`src/design/sds_pkg.sv`:
```
// ----------------------------------------------------------------------------
// sds_pkg: shared types and constants for the SCAN disk scheduler
// Holds the channel beat types, queue and row control types, register
// indexes and the controller state type used across the scheduler files.
// ----------------------------------------------------------------------------
package sds_pkg;

  // Default batch capacity in requests.
  localparam int MAX_REQUESTS = 32;

  // Field widths fixed by the interface.
  localparam int CYL_W    = 16;
  localparam int TRAVEL_W = 17;
  localparam int DISK_W   = 17;
  localparam int INDEX_W  = 2;

  // Depth of the queue between the front and the back.
  localparam int QUEUE_DEPTH = 4;

  // Configuration register indexes.
  typedef enum logic [INDEX_W-1:0] {
    CFG_START_CYLINDER = 2'd0,
    CFG_DISK_CYLINDERS = 2'd1,
    CFG_SWEEP_UP       = 2'd2
  } cfg_index_t;

  // Back-end controller states.
  typedef enum logic {
    ST_LOAD,
    ST_EMIT
  } back_state_t;

  // One request beat.
  typedef struct packed {
    logic [CYL_W-1:0] request_cylinder;
    logic             batch_end;
  } request_t;

  // One visit beat.
  typedef struct packed {
    logic [CYL_W-1:0]    visit_cylinder;
    logic [TRAVEL_W-1:0] travel_total;
    logic                final_visit;
  } visit_t;

  // Classified entry handed from the front to the back.
  typedef struct packed {
    logic [CYL_W-1:0] cylinder;
    logic             upper;
    logic             last;
  } queue_entry_t;

  // Insert and shift-out commands for one sorted row.
  typedef struct packed {
    logic             ins;
    logic             pop;
    logic [CYL_W-1:0] value;
  } row_ctl_t;

  // Schedule settings seen by the front and the back.
  typedef struct packed {
    logic [CYL_W-1:0] start_cylinder;
    logic [CYL_W-1:0] top_cylinder;
    logic             sweep_up;
  } sched_cfg_t;

endpackage

```
`src/design/sds_queue.sv`:
```
// ----------------------------------------------------------------------------
// sds_queue: short queue between the scheduler front and back
// A small first-in first-out buffer of classified entries. The head entry
// is presented combinationally and leaves when pop is high.
// ----------------------------------------------------------------------------
module sds_queue (
  input  logic                  clk,
  input  logic                  rst,
  input  logic                  push,
  input  sds_pkg::queue_entry_t push_entry,
  output logic                  full,
  input  logic                  pop,
  output sds_pkg::queue_entry_t pop_entry,
  output logic                  empty
);

  localparam int PTR_W  = $clog2(sds_pkg::QUEUE_DEPTH);
  localparam int FILL_W = $clog2(sds_pkg::QUEUE_DEPTH + 1);
  localparam logic [PTR_W-1:0]  PTR_LAST = PTR_W'(sds_pkg::QUEUE_DEPTH - 1);
  localparam logic [FILL_W-1:0] FILL_MAX = FILL_W'(sds_pkg::QUEUE_DEPTH);

  sds_pkg::queue_entry_t slots [sds_pkg::QUEUE_DEPTH];
  logic [PTR_W-1:0]      wr_ptr;
  logic [PTR_W-1:0]      rd_ptr;
  logic [FILL_W-1:0]     fill;
  logic                  do_push;
  logic                  do_pop;

  assign full      = (fill == FILL_MAX);
  assign empty     = (fill == '0);
  assign do_push   = push && !full;
  assign do_pop    = pop && !empty;
  assign pop_entry = slots[rd_ptr];

  // Entry storage.
  always_ff @(posedge clk) begin
    if (do_push) begin
      slots[wr_ptr] <= push_entry;
    end
  end

  // Pointers and fill level.
  always_ff @(posedge clk) begin
    if (rst) begin
      wr_ptr <= '0;
      rd_ptr <= '0;
      fill   <= '0;
    end else begin
      if (do_push) begin
        wr_ptr <= (wr_ptr == PTR_LAST) ? '0 : wr_ptr + 1'b1;
      end
      if (do_pop) begin
        rd_ptr <= (rd_ptr == PTR_LAST) ? '0 : rd_ptr + 1'b1;
      end
      if (do_push && !do_pop) begin
        fill <= fill + 1'b1;
      end else if (do_pop && !do_push) begin
        fill <= fill - 1'b1;
      end
    end
  end

  // The front never pushes into a full queue.
  a_no_overflow: assert property (@(posedge clk) disable iff (rst)
    full |-> !push)
    else $error("sds_queue: push while full");

endmodule

```
`src/design/sds_front.sv`:
```
// ----------------------------------------------------------------------------
// sds_front: request intake and classification
// Saturates each request to the top cylinder, drops requests past the
// batch capacity, tags each entry as at or above the head or below it,
// and adds the end boundary after the last request of a batch.
// ----------------------------------------------------------------------------
module sds_front #(
  parameter int MAX_REQUESTS = sds_pkg::MAX_REQUESTS
) (
  input  logic                  clk,
  input  logic                  rst,
  input  sds_pkg::sched_cfg_t   cfg,
  input  logic                  request_valid,
  output logic                  request_stall,
  input  sds_pkg::request_t     request,
  output logic                  push,
  output sds_pkg::queue_entry_t push_entry,
  input  logic                  queue_full
);

  localparam int CNT_W = $clog2(MAX_REQUESTS + 1);
  localparam logic [CNT_W-1:0] CNT_MAX = CNT_W'(MAX_REQUESTS);

  logic [CNT_W-1:0]             cnt;
  logic [CNT_W-1:0]             cnt_next;
  logic                         pend;
  logic                         pend_next;
  logic                         accept;
  logic                         room;
  logic [sds_pkg::CYL_W-1:0]    sat;
  logic [sds_pkg::CYL_W-1:0]    bnd;
  sds_pkg::queue_entry_t        req_entry;
  sds_pkg::queue_entry_t        bnd_entry;

  assign request_stall = pend || queue_full;
  assign accept        = request_valid && !request_stall;
  assign room          = (cnt < CNT_MAX);

  // Classified request and boundary entries.
  always_comb begin
    sat = (request.request_cylinder > cfg.top_cylinder) ?
          cfg.top_cylinder : request.request_cylinder;
    bnd = cfg.sweep_up ? cfg.top_cylinder : '0;
    req_entry.cylinder = sat;
    req_entry.upper    = (sat >= cfg.start_cylinder);
    req_entry.last     = 1'b0;
    bnd_entry.cylinder = bnd;
    bnd_entry.upper    = (bnd >= cfg.start_cylinder);
    bnd_entry.last     = 1'b1;
  end

  // Push selection and batch bookkeeping.
  always_comb begin
    push       = 1'b0;
    push_entry = req_entry;
    cnt_next   = cnt;
    pend_next  = pend;
    if (pend) begin
      push       = !queue_full;
      push_entry = bnd_entry;
      pend_next  = queue_full;
    end else if (accept) begin
      if (room) begin
        push      = 1'b1;
        cnt_next  = cnt + 1'b1;
        pend_next = request.batch_end;
      end else if (request.batch_end) begin
        push       = 1'b1;
        push_entry = bnd_entry;
      end
      if (request.batch_end) begin
        cnt_next = '0;
      end
    end
  end

  always_ff @(posedge clk) begin
    if (rst) begin
      cnt  <= '0;
      pend <= 1'b0;
    end else begin
      cnt  <= cnt_next;
      pend <= pend_next;
    end
  end

  // The stored count never passes the batch capacity.
  a_cnt_bound: assert property (@(posedge clk) disable iff (rst)
    cnt <= CNT_MAX)
    else $error("sds_front: request count past capacity");

endmodule

```
`src/design/sds_sorted_row.sv`:
```
// ----------------------------------------------------------------------------
// sds_sorted_row: row of cells kept in sorted order
// Each insert places the new value in order, every cell comparing itself
// with it. A pop shifts the row by one toward cell zero, which always
// holds the next value in order.
// ----------------------------------------------------------------------------
module sds_sorted_row #(
  parameter int DEPTH = sds_pkg::MAX_REQUESTS + 1
) (
  input  logic                         clk,
  input  logic                         rst,
  input  logic                         descend,
  input  sds_pkg::row_ctl_t            ctl,
  output logic [sds_pkg::CYL_W-1:0]    head,
  output logic [$clog2(DEPTH+1)-1:0]   count
);

  localparam int CNT_W = $clog2(DEPTH + 1);

  logic [sds_pkg::CYL_W-1:0] cells [DEPTH];
  logic [DEPTH-1:0]          beyond;
  logic [DEPTH-1:0]          take;

  // A cell is beyond the new value when it must move one place up.
  always_comb begin
    for (int i = 0; i < DEPTH; i++) begin
      beyond[i] = (CNT_W'(i) < count) &&
                  (descend ? (cells[i] < ctl.value) : (cells[i] > ctl.value));
      take[i]   = (CNT_W'(i) < count) ? beyond[i] : (CNT_W'(i) == count);
    end
  end

  assign head = cells[0];

  // Cell updates.
  for (genvar g = 0; g < DEPTH; g++) begin : g_cell
    logic [sds_pkg::CYL_W-1:0] ins_val;
    logic [sds_pkg::CYL_W-1:0] pop_val;
    if (g == 0) begin : g_first
      assign ins_val = ctl.value;
    end else begin : g_rest
      assign ins_val = beyond[g-1] ? cells[g-1] : ctl.value;
    end
    if (g == DEPTH - 1) begin : g_top
      assign pop_val = cells[g];
    end else begin : g_mid
      assign pop_val = cells[g+1];
    end
    always_ff @(posedge clk) begin
      if (ctl.ins) begin
        if (take[g]) begin
          cells[g] <= ins_val;
        end
      end else if (ctl.pop) begin
        cells[g] <= pop_val;
      end
    end
  end

  // Occupancy.
  always_ff @(posedge clk) begin
    if (rst) begin
      count <= '0;
    end else if (ctl.ins) begin
      count <= count + 1'b1;
    end else if (ctl.pop) begin
      count <= count - 1'b1;
    end
  end

  // The two lowest cells stay in order.
  a_sorted: assert property (@(posedge clk) disable iff (rst)
    (count >= CNT_W'(2)) |->
      (descend ? (cells[0] >= cells[1]) : (cells[0] <= cells[1])))
    else $error("sds_sorted_row: row out of order");

endmodule

```
`src/design/sds_back.sv`:
```
// ----------------------------------------------------------------------------
// sds_back: sorted insertion and SCAN visit emission
// Drains the queue into two sorted rows, one for cylinders at or above the
// head in ascending order and one for those below it in descending order.
// After the boundary entry it emits the rows in sweep order with the
// running head travel.
// ----------------------------------------------------------------------------
module sds_back #(
  parameter int MAX_REQUESTS = sds_pkg::MAX_REQUESTS
) (
  input  logic                              clk,
  input  logic                              rst,
  input  sds_pkg::sched_cfg_t               cfg,
  input  sds_pkg::queue_entry_t             q_entry,
  input  logic                              q_empty,
  output logic                              q_pop,
  output sds_pkg::row_ctl_t                 up_ctl,
  output sds_pkg::row_ctl_t                 lo_ctl,
  input  logic [sds_pkg::CYL_W-1:0]         up_head,
  input  logic [sds_pkg::CYL_W-1:0]         lo_head,
  input  logic [$clog2(MAX_REQUESTS+2)-1:0] up_cnt,
  input  logic [$clog2(MAX_REQUESTS+2)-1:0] lo_cnt,
  output logic                              visit_valid,
  input  logic                              visit_stall,
  output sds_pkg::visit_t                   visit
);

  localparam int CNT_W = $clog2(MAX_REQUESTS + 2);

  sds_pkg::back_state_t         state;
  sds_pkg::back_state_t         state_next;
  logic [sds_pkg::CYL_W-1:0]    head_pos;
  logic [sds_pkg::TRAVEL_W-1:0] travel;
  logic [sds_pkg::CYL_W-1:0]    pick;
  logic [sds_pkg::CYL_W-1:0]    step_len;
  logic [sds_pkg::TRAVEL_W-1:0] travel_next;
  logic                         adv;
  logic                         sel_up;
  logic                         last_one;
  logic                         start_emit;

  // Next row to serve and the travel it adds.
  always_comb begin
    sel_up   = cfg.sweep_up ? (up_cnt != '0) : (lo_cnt == '0);
    pick     = sel_up ? up_head : lo_head;
    last_one = ((up_cnt == CNT_W'(1)) && (lo_cnt == '0)) ||
               ((up_cnt == '0) && (lo_cnt == CNT_W'(1)));
    step_len    = (pick > head_pos) ? (pick - head_pos) : (head_pos - pick);
    travel_next = travel + {1'b0, step_len};
  end

  // Controller: next state and row commands.
  always_comb begin
    state_next   = state;
    q_pop        = 1'b0;
    adv          = 1'b0;
    start_emit   = 1'b0;
    up_ctl.value = q_entry.cylinder;
    lo_ctl.value = q_entry.cylinder;
    case (state)
      sds_pkg::ST_LOAD: begin
        q_pop = !q_empty;
        if (q_pop && q_entry.last) begin
          start_emit = 1'b1;
          state_next = sds_pkg::ST_EMIT;
        end
      end
      sds_pkg::ST_EMIT: begin
        adv = !visit_valid || !visit_stall;
        if (adv && last_one) begin
          state_next = sds_pkg::ST_LOAD;
        end
      end
      default: begin
        state_next = sds_pkg::ST_LOAD;
      end
    endcase
    up_ctl.ins = q_pop && q_entry.upper;
    lo_ctl.ins = q_pop && !q_entry.upper;
    up_ctl.pop = adv && sel_up;
    lo_ctl.pop = adv && !sel_up;
  end

  always_ff @(posedge clk) begin
    if (rst) begin
      state <= sds_pkg::ST_LOAD;
    end else begin
      state <= state_next;
    end
  end

  // Head position and travel accumulator.
  always_ff @(posedge clk) begin
    if (start_emit) begin
      head_pos <= cfg.start_cylinder;
      travel   <= '0;
    end else if (adv) begin
      head_pos <= pick;
      travel   <= travel_next;
    end
  end

  // Output register for visit beats.
  always_ff @(posedge clk) begin
    if (rst) begin
      visit_valid <= 1'b0;
    end else if (adv) begin
      visit_valid <= 1'b1;
    end else if (!visit_stall) begin
      visit_valid <= 1'b0;
    end
  end

  always_ff @(posedge clk) begin
    if (adv) begin
      visit.visit_cylinder <= pick;
      visit.travel_total   <= travel_next;
      visit.final_visit    <= last_one;
    end
  end

  // Emission always has at least one stored entry to serve.
  a_emit_nonempty: assert property (@(posedge clk) disable iff (rst)
    (state == sds_pkg::ST_EMIT) |-> ((up_cnt != '0) || (lo_cnt != '0)))
    else $error("sds_back: emitting with both rows empty");

  // Travel only grows within a schedule.
  a_travel_grows: assert property (@(posedge clk) disable iff (rst)
    adv |=> (travel >= $past(travel)))
    else $error("sds_back: travel total went down");

endmodule

```
`src/design/scan_disk_scheduler_unit.sv`:
```
// ----------------------------------------------------------------------------
// scan_disk_scheduler_unit: SCAN elevator disk scheduler
// Collects a batch of cylinder requests and returns the SCAN service order,
// with the running head travel on each visit and the last visit marked.
//
//   Channel   Direction  Handshake                  Beat
//   request   in         request_valid/stall        request_t
//   visit     out        visit_valid/stall          visit_t
//   config    in         write_enable               reg_index, write_data
//
// The end boundary follows the last request of a batch into the queue.
// While loading, the back inserts one queued entry a cycle into its rows
// whenever the queue holds one; for a batch of n requests within capacity
// it then emits n + 1 visits at one a cycle while the visit side does not
// stall, set by the shift-out of the sorted rows. Reset is synchronous and
// clears all control state; the rows need no clearing. A stall on the visit
// side holds the back, while the queue keeps taking requests until it fills.
// ----------------------------------------------------------------------------
module scan_disk_scheduler_unit #(
  parameter int MAX_REQUESTS = sds_pkg::MAX_REQUESTS
) (
  input  logic                         clk,
  input  logic                         rst,
  input  logic                         write_enable,
  input  logic [sds_pkg::INDEX_W-1:0]  reg_index,
  input  logic [sds_pkg::DISK_W-1:0]   write_data,
  input  logic                         request_valid,
  output logic                         request_stall,
  input  sds_pkg::request_t            request,
  output logic                         visit_valid,
  input  logic                         visit_stall,
  output sds_pkg::visit_t              visit
);

  localparam int ROW_DEPTH = MAX_REQUESTS + 1;
  localparam int ROW_CNT_W = $clog2(ROW_DEPTH + 1);
  localparam logic [sds_pkg::DISK_W-1:0] DISK_FULL =
    sds_pkg::DISK_W'(1 << sds_pkg::CYL_W);

  logic [sds_pkg::CYL_W-1:0]  start_cylinder;
  logic [sds_pkg::DISK_W-1:0] disk_cylinders;
  logic                       sweep_up;
  logic [sds_pkg::DISK_W-1:0] disk_less;
  sds_pkg::sched_cfg_t        cfg;

  logic                       push;
  sds_pkg::queue_entry_t      push_entry;
  logic                       q_full;
  logic                       q_pop;
  sds_pkg::queue_entry_t      q_entry;
  logic                       q_empty;

  sds_pkg::row_ctl_t          up_ctl;
  sds_pkg::row_ctl_t          lo_ctl;
  logic [sds_pkg::CYL_W-1:0]  up_head;
  logic [sds_pkg::CYL_W-1:0]  lo_head;
  logic [ROW_CNT_W-1:0]       up_cnt;
  logic [ROW_CNT_W-1:0]       lo_cnt;

  // Configuration registers.
  always_ff @(posedge clk) begin
    if (rst) begin
      start_cylinder <= '0;
      disk_cylinders <= DISK_FULL;
      sweep_up       <= 1'b1;
    end else if (write_enable) begin
      case (reg_index)
        sds_pkg::CFG_START_CYLINDER: start_cylinder <= write_data[sds_pkg::CYL_W-1:0];
        sds_pkg::CFG_DISK_CYLINDERS: disk_cylinders <= write_data;
        sds_pkg::CFG_SWEEP_UP:       sweep_up       <= write_data[0];
        default: begin
        end
      endcase
    end
  end

  // Top cylinder: zero cylinders counts as one, large counts saturate.
  always_comb begin
    disk_less          = disk_cylinders - 1'b1;
    cfg.start_cylinder = start_cylinder;
    cfg.sweep_up       = sweep_up;
    if (disk_cylinders == '0) begin
      cfg.top_cylinder = '0;
    end else if (disk_cylinders > DISK_FULL) begin
      cfg.top_cylinder = '1;
    end else begin
      cfg.top_cylinder = disk_less[sds_pkg::CYL_W-1:0];
    end
  end

  sds_front #(
    .MAX_REQUESTS (MAX_REQUESTS)
  ) u_front (
    .clk           (clk),
    .rst           (rst),
    .cfg           (cfg),
    .request_valid (request_valid),
    .request_stall (request_stall),
    .request       (request),
    .push          (push),
    .push_entry    (push_entry),
    .queue_full    (q_full)
  );

  sds_queue u_queue (
    .clk        (clk),
    .rst        (rst),
    .push       (push),
    .push_entry (push_entry),
    .full       (q_full),
    .pop        (q_pop),
    .pop_entry  (q_entry),
    .empty      (q_empty)
  );

  // Ascending row for cylinders at or above the head.
  sds_sorted_row #(
    .DEPTH (ROW_DEPTH)
  ) u_up_row (
    .clk     (clk),
    .rst     (rst),
    .descend (1'b0),
    .ctl     (up_ctl),
    .head    (up_head),
    .count   (up_cnt)
  );

  // Descending row for cylinders below the head.
  sds_sorted_row #(
    .DEPTH (ROW_DEPTH)
  ) u_lo_row (
    .clk     (clk),
    .rst     (rst),
    .descend (1'b1),
    .ctl     (lo_ctl),
    .head    (lo_head),
    .count   (lo_cnt)
  );

  sds_back #(
    .MAX_REQUESTS (MAX_REQUESTS)
  ) u_back (
    .clk         (clk),
    .rst         (rst),
    .cfg         (cfg),
    .q_entry     (q_entry),
    .q_empty     (q_empty),
    .q_pop       (q_pop),
    .up_ctl      (up_ctl),
    .lo_ctl      (lo_ctl),
    .up_head     (up_head),
    .lo_head     (lo_head),
    .up_cnt      (up_cnt),
    .lo_cnt      (lo_cnt),
    .visit_valid (visit_valid),
    .visit_stall (visit_stall),
    .visit       (visit)
  );

endmodule
```
`config.mk`:
```
export PLATFORM = sky130hd
export DESIGN_NAME = scan_disk_scheduler_unit
export DESIGN_NICKNAME = d
export VERILOG_FILES = /design/src/design/sds_pkg.sv /design/src/design/sds_queue.sv /design/src/design/sds_front.sv /design/src/design/sds_sorted_row.sv /design/src/design/sds_back.sv /design/src/design/scan_disk_scheduler_unit.sv
export SDC_FILE = /design/constraint.sdc
export NUM_CORES = 2
export LEC_CHECK = 0
export BUFFER_PORTS_ARGS = -buffer_cell sky130_fd_sc_hd__buf_2
export CORE_MARGIN = 4
export CORE_UTILIZATION = 55
export DETAILED_ROUTE_END_ITERATION = 7
export PLACE_DENSITY = 0.71
export RECOVER_POWER = 25
export SYNTH_ARGS = -nofsm -noshare
export SYNTH_HDL_FRONTEND = slang
export SYNTH_SLANG_ARGS = --single-unit
```
`constraint.sdc`:
```
create_clock -name clk -period 19.25 [get_ports clk]
set_input_delay 1.925 -clock clk [delete_from_list [all_inputs] [get_ports clk]]
set_output_delay 1.925 -clock clk [all_outputs]
set_load 0.05 [all_outputs]
```
==> run_results.csv <==
group,metric,value,unit
route,wire_per_inst,26.7,um
timing,hold_viol,0,
synthesis,synth_flop_cell,"edfxtp_1",
timing,fin_crit,12.36,ns
layout,post-route-util,59.7,%
route,avgViaCountPerCell,6.76,
setup_path,worstReg2RegEnd,"u_lo_row.cells[23][10]",
clock_network,htree_levels,4,
setup_path,critPathSlowestCell,"clkbuf_1",
synthesis,synth_area,89200,um^2
hold_path,min_path_type,"reg2reg",
route,drt-pass1-iter-count,8,
clock_network,hold_buffers,0,
layout,multi_input_area,49300,um^2
clock_network,clk_pin_slew_worst_paths,0.06,ns
synthesis,postSynthCellCount,8903,
setup_path,end_kind,"flop",
global_route,grtUsageTotal,33.9,%
die,die_w,411,um
layout,drive_gt1_share,6.74,%
timing,setup_viol,0,
timing,max_freq,80.9,MHz
place,placed_cell_area,91700,um^2
timing,hold_slack,0.474,ns
route,drt_iter0_drc,9385,
global_route,grt-ovfl-total,0,
clock_network,cts_made_buffers,149,
place,hpwl,202000,um
synthesis,synth.distinct_cells,82,
synthesis,async_reset_ff_share,0,%
layout,nFillCells,13500,
setup_path,rr_startpoint,"u_lo_row.count[0]",
synthesis,ys_warn_count,0,
place,gp_congestion,0.939,
timing,fin_setup_tns,0,ns
timing,finalMaxSlewViolations,1350,
setup_path,critPathKind,"reg2reg",
synthesis,synth_top_family_by_area,"compound AO/OA/AOI/OAI gates",
layout,nets,9903,
timing,worst_slew_pin_slew,4.24,ns
setup_path,cp.required,19.85,ns
clock_network,clockRootBuffer,"clkbuf_16",
global_route,grt_pass1_vias,71800,
flow_run,cap_violations,22,
hold_path,min_from,"u_back.travel[2]",
layout,area_growth,7.73,%
synthesis,syn_area_per_cell,10.0,um^2
hold_path,worstHoldPathCells,2,
layout,design_area,96000,um^2
route,totalWireLength,294000,um
die,die_area,169000,um^2
die,dieHeight,411,um
setup_path,path_cells,"inv_1 > ha_1 > clkbuf_1 > a31oi_1 > nand2_1 > clkbuf_1 > clkbuf_1 > nand2_1 > o211ai_1",
synthesis,syn_nets,10100,
synthesis,synth.area.top_cells,"edfxtp_1 40%, ha_1 16%, mux2i_1 8.5%",
synthesis,synth_fa_ha_area_share,16.0,%
setup_path,r2r_slack,6.89,ns
place,port_buffers,76,
die,initial_utilization,55.5,%
setup_path,critPathMaxStageDelay,3.09,ns
global_route,antenna_found_initial,4,
setup_path,ff2ff_path_depth,9,
run_status,violations,"max-capacitance violations, max-slew violations",
synthesis,ys_ff_latch,1259,
global_route,grt_max_degree,237,
hold_path,holdPathEnd,"u_back.travel[2]",
synthesis,synth_top_cell_area_share,39.7,%
global_route,grt_pass1_wl,443000,um
clock_network,post-cts-setup-buffers,0,
setup_path,path_common_cell,"clkbuf_1",
layout,seqCellArea,37000,um^2
clock_network,max-clock-path-buffers,3,
die,num_rows,147,
synthesis,synth_mux_area_share,9.46,%
clock_network,cts_tree,"done",
setup_path,worst_ep_arrival_time,12.95,ns
setup_path,worstSetupStartpointType,"flop",
synthesis,synth_xor_area_share,0.501,%
synthesis,synth_simple_gate_area_share,11.6,%
route,ant_nets,0,
run_status,outcome,"finished, violations left",
clock_network,cts_resized,0,
synthesis,synth-seq-area-share,41.5,%
synthesis,yosysTopAreaCell,"edfxtp_1",
route,vias,74400,
setup_path,crit_fanout,98,
timing,fin_crit_sh,64.2,%
timing,fin_skew,0.0286,ns
clock_network,clock_sinks,1259,
clock_network,clk_latency,0.81,ns
synthesis,synth_compound_area_share,17.4,%
synthesis,synth_edf_count,1178,
route,drc,0,
timing,rsz0062_at_grt,"false",
die,io-pin-count,77,
die,core_area,161000,um^2
timing,max-slew-margin-rel,-182,%
## how the worst max path moves through the flow
stage | start | to | slack, ns | cells after the start
after floorplan | u_lo_row.count[0] | u_back.travel[15] | 13.03 | 30
after global placement | u_lo_row.count[0] | u_back.travel[16] | 12.00 | 24
after detailed placement | u_lo_row.count[0] | u_back.visit[17] | 11.80 | 21
after CTS | u_lo_row.count[1] | u_back.visit[17] | 11.77 | 21
after global routing | u_lo_row.count[0] | u_up_row.cells[28][11] | 6.12 | 9
final | u_lo_row.count[0] | u_lo_row.cells[23][10] | 6.89 | 9
## synthesized netlist by cell type (all sizes together) (20+ instances only)
master     n
edfxtp  1178
ha      1135
nand2    982
a21oi    786
o21ai    775
mux2i    755
nor2     547
clkbuf   451
a21o     318
nand3    245
o211ai   210
inv      202
nand4    198
buf      142
dfxtp     81
nor2b     81
a211oi    73
o21a      56
nor3      55
a31oi     48
mux2      44
a221oi    43
nand2b    37
o221a     32
xnor2     32
and2      26
a211o     23
and3      22
o31ai     22
nor4      20
or2       20
## cell usage in the layout, fill, tap and decap left out, types with 16 or more instances in the layout
master	synthesis	routed
xnor2_1	32	32
nand3_1	245	245
edfxtp_1	1178	1178
buf_4	8	152
a221oi_1	43	42
nor2_1	542	536
and2_1	24	19
clkinv_2	0	30
nor2b_1	81	81
nand2b_1	37	37
nor3_1	55	53
clkinv_1	2	28
mux2_2	44	43
o31ai_1	22	17
or2_2	20	20
o21a_1	56	56
mux2i_1	755	755
o21ai_0	765	756
inv_4	0	16
a21o_1	318	318
a31oi_1	48	43
a21oi_1	784	776
ha_1	1135	1135
buf_2	81	37
clkbuf_16	0	152
xor2_1	19	19
o211ai_1	210	210
nand2_1	982	982
nand3b_1	19	19
o22ai_1	16	16
o221a_2	32	32
inv_1	201	186
dfxtp_1	81	81
a211oi_1	73	73
a211o_1	23	23
clkbuf_1	451	107
nand4_1	198	198
and3_1	22	22
## routing by layer
| metal | share of wire, % | global-route usage, % | up-vias |
|---|---|---|---|
| li1 | - | - | 33300 |
| met1 | 40 | 45.6 | 36200 |
| met2 | 45 | 52.8 | 4135 |
| met3 | 9.8 | 6.35 | 834 |
| met4 | 5.6 | 16.8 | 0 |
| met5 | 0 | 0 | - |
## worst max-delay path: cells and delay by family (launching register included)
| kind | cells | cell delay, ns |
|---|---|---|
| AOI/OAI and AO/OA | 2 | 1.67 |
| adders and majority gates | 1 | 0.39 |
| buffers and inverters | 4 | 5.97 |
| DFF | 1 | 0.41 |
| and+or+nand+nor | 2 | 3.66 |
## flip-flops by register name, summed over array words and instances (netlist names), 2 cells and up, named ones only
register         flops
u_lo_row.count       6
u_back.travel       17
u_lo_row.cells     528
u_back.head_pos     16
u_front.cnt          6
u_queue.rd_ptr       2
u_queue.fill         3
u_up_row.count       6
u_queue.wr_ptr       2
u_queue.slots       72
u_back.visit        34
u_up_row.cells     528
disk_cylinders      17
start_cylinder      16
## stage by stage
stage / instances / setup WS [ns]
after floorplan: 8903 / 13.03
after CTS: 11000 / 11.77
final: 11000 / 6.89
after detailed placement: 10700 / 11.80
after global placement: 10700 / 12.00
after global routing: 11000 / 6.12
## layout make-up
| class | instances | share of cell area [%] |
|---|---|---|
| clock buffer | 191 | 4.14 |
| sequential | 1259 | 38.5 |
| multi-input combinational | 6847 | 51.4 |
| antenna | 4 | 0.0104 |
| clock inverter | 82 | 0.623 |
| inverter | 204 | 0.838 |
| timing repair buffer | 262 | 1.70 |
| tap | 2160 | 2.81 |
## logic make-up after synthesis
family / Yosys count
AND/OR/NAND/NOR: 2297
XOR/XNOR: 51
adder cells (fa/ha/maj): 1140
AO/OA/AOI/OAI: 2543
buffers and inverters: 797
flip-flops: 1259
multiplexers: 816
Power is not shown: default switching activity piles up to over one toggle a cycle in this logic, so the estimate is an artifact.
